[src/fbpa_pkg.sv]
// Shared types and constants for the fixed block pool allocator.
package fbpa_pkg;

    localparam int CNT_W      = 11;             // chunk count and used count width
    localparam int SIZE_W     = 13;             // chunk size register width
    localparam int OFF_W      = 22;             // byte offset width
    localparam int LIMIT_W    = CNT_W + SIZE_W; // count * size
    localparam int STEP_W     = $clog2(CNT_W);  // divider step counter
    localparam int CFG_IDX_W  = 1;
    localparam int CFG_DATA_W = 13;

    localparam logic [CNT_W-1:0]  RST_CHUNK_COUNT = CNT_W'(1024);
    localparam logic [SIZE_W-1:0] RST_CHUNK_SIZE  = SIZE_W'(64);
    localparam logic [SIZE_W-1:0] MIN_CHUNK_BYTES = SIZE_W'(4);
    localparam logic [CNT_W-1:0]  USED_MAX        = '1;

    typedef enum logic {
        OP_ALLOC   = 1'b0,
        OP_RELEASE = 1'b1
    } t_opcode;

    typedef enum logic [1:0] {
        ST_OK    = 2'd0,
        ST_EMPTY = 2'd1,
        ST_BAD   = 2'd2
    } t_status;

    typedef enum logic [CFG_IDX_W-1:0] {
        CFG_CHUNK_COUNT = 1'b0,
        CFG_CHUNK_SIZE  = 1'b1
    } t_cfg_idx;

    typedef enum logic [1:0] {
        S_IDLE,
        S_ALLOC_POP,
        S_REL_DIV,
        S_REL_FIN
    } t_state;

    // controller -> datapath
    typedef struct packed {
        logic load_alloc;   // pick the chunk, start link read
        logic load_rel;     // latch offset, start divider
        logic alloc_fin;    // pop head, form granted offset
        logic div_step;     // one quotient bit
        logic rel_fin;      // check and push
    } t_cmd;

    // datapath -> controller
    typedef struct packed {
        logic div_last;
    } t_stat;

endpackage

[src/fbpa_ctrl.sv]
// Sequencing state machine of the fixed block pool allocator.
module fbpa_ctrl (
    input  logic              i_clk,
    input  logic              i_rst_n,
    input  logic              start,
    input  logic              i_opcode,
    input  fbpa_pkg::t_stat   i_stat,
    output fbpa_pkg::t_cmd    o_cmd,
    output logic              busy,
    output logic              o_done
);

    fbpa_pkg::t_state r_state, n_state;
    logic             r_done, n_done;

    always_ff @(posedge i_clk) begin
        if (!i_rst_n) begin
            r_state <= fbpa_pkg::S_IDLE;
            r_done  <= 1'b0;
        end else begin
            r_state <= n_state;
            r_done  <= n_done;
        end
    end

    always_comb begin
        n_state = r_state;
        n_done  = 1'b0;
        o_cmd   = '0;
        case (r_state)
            fbpa_pkg::S_IDLE: begin
                if (start) begin
                    if (fbpa_pkg::t_opcode'(i_opcode) == fbpa_pkg::OP_ALLOC) begin
                        o_cmd.load_alloc = 1'b1;
                        n_state          = fbpa_pkg::S_ALLOC_POP;
                    end else begin
                        o_cmd.load_rel = 1'b1;
                        n_state        = fbpa_pkg::S_REL_DIV;
                    end
                end
            end
            fbpa_pkg::S_ALLOC_POP: begin
                o_cmd.alloc_fin = 1'b1;
                n_done          = 1'b1;
                n_state         = fbpa_pkg::S_IDLE;
            end
            fbpa_pkg::S_REL_DIV: begin
                o_cmd.div_step = 1'b1;
                if (i_stat.div_last) begin
                    n_state = fbpa_pkg::S_REL_FIN;
                end
            end
            fbpa_pkg::S_REL_FIN: begin
                o_cmd.rel_fin = 1'b1;
                n_done        = 1'b1;
                n_state       = fbpa_pkg::S_IDLE;
            end
            default: begin
                n_state = fbpa_pkg::S_IDLE;
            end
        endcase
    end

    assign busy   = (r_state != fbpa_pkg::S_IDLE);
    assign o_done = r_done;

endmodule

[config.mk]
export PLATFORM = sky130hd
export DESIGN_NAME = fbpa_ctrl
export DESIGN_NICKNAME = d
export VERILOG_FILES = /design/src/fbpa_pkg.sv /design/src/fbpa_ctrl.sv
export SDC_FILE = /design/constraint.sdc
export NUM_CORES = 1
export LEC_CHECK = 0
export ABC_AREA = 1
export BUFFER_PORTS_ARGS = -buffer_cell sky130_fd_sc_hd__buf_2
export CAP_MARGIN = 0
export CORE_AREA = 10 10 47 49
export DETAILED_ROUTE_END_ITERATION = 6
export DIE_AREA = 0 0 57 59
export GPL_TIMING_DRIVEN = 0
export PLACE_DENSITY = 0.44
export SYNTH_ARGS = -nofsm -noshare
export SYNTH_HDL_FRONTEND = slang
export SYNTH_SLANG_ARGS = --single-unit
[constraint.sdc]
create_clock -name i_clk -period 0.8 [get_ports i_clk]
set_clock_uncertainty 0.05 [all_clocks]
set_input_delay 0.08 -clock i_clk [delete_from_list [all_inputs] [get_ports i_clk]]
set_output_delay 0.08 -clock i_clk [all_outputs]
set_load 0.1 [all_outputs]
==> impl_metrics.yaml <==
status:
  status: "finished with violations"
  violations: "setup timing"
clock_tree:
  cts_sinks: 3
  cts_root_buffer: "clkbuf_4"
  clk_pin_slew_ns: 0.04
  clk_latency_ns: 0.23
  ctsHoldBuffers: 0
  clock_path_buffers: 2
  cts_tree: "built"
  ctsHtreeMaxLevel: 1
  cts_made_buffers: 3
synth:
  syn_area_per_cell_sq_um: 5.97
  yosysTopAreaCellShare_pct: 38.7
  ys_seq_elements: 3
  ys_types: 8
  ys_seq_area_share_pct: 38.7
  yosys-top-cells-area: "dfxtp_1, inv_1, nand2_1"
  synth_top_area_cell: "dfxtp_1"
  netlist_area_sq_um: 155
  yosysWarnings: 0
  syn_inst: 26
  synth_fp_nets: 31
global_route:
  grt_pass1_vias: 225
  grtUsageTotal_pct: 3.59
  grt_max_degree: 5
  grt_pass1_wl_um: 924
  antenna_found_initial: 0
  overflow: 0
drt:
  drt_iter0_drc: 2
  first_pass_iters: 2
  wl_per_cell_um: 9.38
  wirelength_um: 610
  num_vias: 238
  drt-vias-per-instance: 3.66
  ant_nets: 0
  post-route-drc-count: 0
die:
  pin_count: 12
  start_util_pct: 11.1
  dieArea_sq_um: 3360
  core_sq_um: 1400
  fp.dieW_um: 57
  dieHeight_um: 59
  rows: 14
worst_setup_path:
  cp_max_fo: 3
  r2r_slack_ns: -0.18
  end_kind: "primary output"
  crit_slowest_cell: "dfxtp_4"
  cp-start-kind: "flop"
  crit_family: "flip-flops"
  critPathKind: "reg -> out"
  arrival_ns: 1.11
  crit_chain: "nor2_4 > inv_2 > nor3_4 > buf_12"
  critPathRequiredTime_ns: 0.67
  critPathMaxStageDelay_ns: 0.35
  cp_num_buf_inv: 2
final_layout:
  drive_gt1_share_pct: 87.8
  stdcell_count: 65
  nNetsFinal: 55
  area_delta_synth_final_pct: 235
  fin_area_sq_um: 519
  antenna_cells: 0
placed_design:
  hpwl_um: 410
  port_buffers: 11
  placed_area_sq_um: 267
  place_congestion: 0.611
  place_inst: 53
timing:
  timing.final.ws_setup_ns: -0.439
  timing.final.crit_share_pct: 155
  finalMaxSlewViolations: 0
  setup_viol_count_final: 10
  fin_crit_ns: 1.24
  rsz0062_at_grt: "true"
  tightest_slew_ns: 0.196
  max_slew_margin_pct: 86.9
  max_freq_ghz: 0.807
  hold_viol: 0
  finalSetupTns_ns: -2.90
power:
  powerDensity_nw_per_um2: 1780
  peakVddDrop_mv: 0.489
  p_leak_nw: 0.247
  power.total_mw: 0.927
hold_path:
  hold_class: "in -> reg"
run:
  maxCapViolCount: 0
[worst paths after layout]
kind,startpoint,endpoint,cells past startpoint
hold reg to reg,r_state[1]$_SDFFE_PN0P_,r_state[1]$_SDFFE_PN0P_,3
setup reg to reg,r_state[0]$_SDFFE_PN0P_,r_state[0]$_SDFFE_PN0P_,7
setup / recovery,r_state[0]$_SDFFE_PN0P_,o_cmd[3],4
hold / removal,i_rst_n,o_done$_SDFF_PN0_,3
[flip-flops by register name, summed over array words and instances, names as in the netlist]
signal   cells
r_state      2
o_done       1
[per-layer routing]
layer | track usage (%) | up-vias | routed length, um
met2 | 5.89 | 5 | 343
met1 | 3.09 | 113 | 204
met3 | 3.43 | 0 | 62
met4 | 1.01 | 0 | 0
li1 | - | 120 | -
met5 | 0 | - | 0
[placed cells by master, fill, tap and decap left out]
cell	n
inv_1	2
buf_12	7
buf_2	4
dfxtp_4	2
inv_2	3
nand3_2	1
buf_4	4
clkbuf_1	1
clkinvlp_4	1
nor2_1	1
nor2_2	1
o21ai_2	1
nand2_4	1
inv_4	1
nand2_2	3
nor3_4	1
inv_6	1
nor2_4	4
buf_6	4
nand2_1	2
dfxtp_2	1
clkbuf_4	3
[cells by family after synthesis]
family                 share of synthesized area (%)
AO/OA/AOI/OAI                                   3.22
flip-flops                                      38.7
buffers and inverters                           19.4
AND/OR/NAND/NOR                                 38.7
[report_power, final]
part	internal, mW	switching (mW)
registers	0.160	0.0129
clock network	0.187	0.0741
logic	0.194	0.299
total	0.541	0.386
[synth_stat cells]
master	count
nand2_1	6
nor3_1	1
inv_1	8
nand3_1	1
o21ai_0	1
dfxtp_1	3
nor2_2	2
nor2_1	4
[through the flow]
stage	hold slack [ns]	util (%)	setup WS (ns)
final	0.0122	37.1	-0.439
after global routing	0.0248	37.1	-0.505
after detailed placement	0.246	19.0	-0.417
after global placement	0.240	19.0	-0.415
after floorplan	0.128	-	-1.09
after CTS	0.00847	32.1	-0.444
[area by class of cell]
cell class                      instances  area [sq um]
Clock buffer                            4          26.3
Fill cell                             146           882
Inverter                                8          41.3
Sequential cell                         3          68.8
Tap cell                               16          20.0
Multi-Input combinational cell         15           128
Timing Repair Buffer                   19           235
[worst min-delay path, stage by stage]
cell     delay [ns]
buf_2          0.10
nand2_2        0.05
inv_2          0.03
[repair_timing]
item	CTS	global route
pin swaps	2	4
setup buffers	4	4
gates resized for setup	38	14
endpoints found under the setup margin	9	9
No activity file was read; power rests on OpenSTA's default activity.
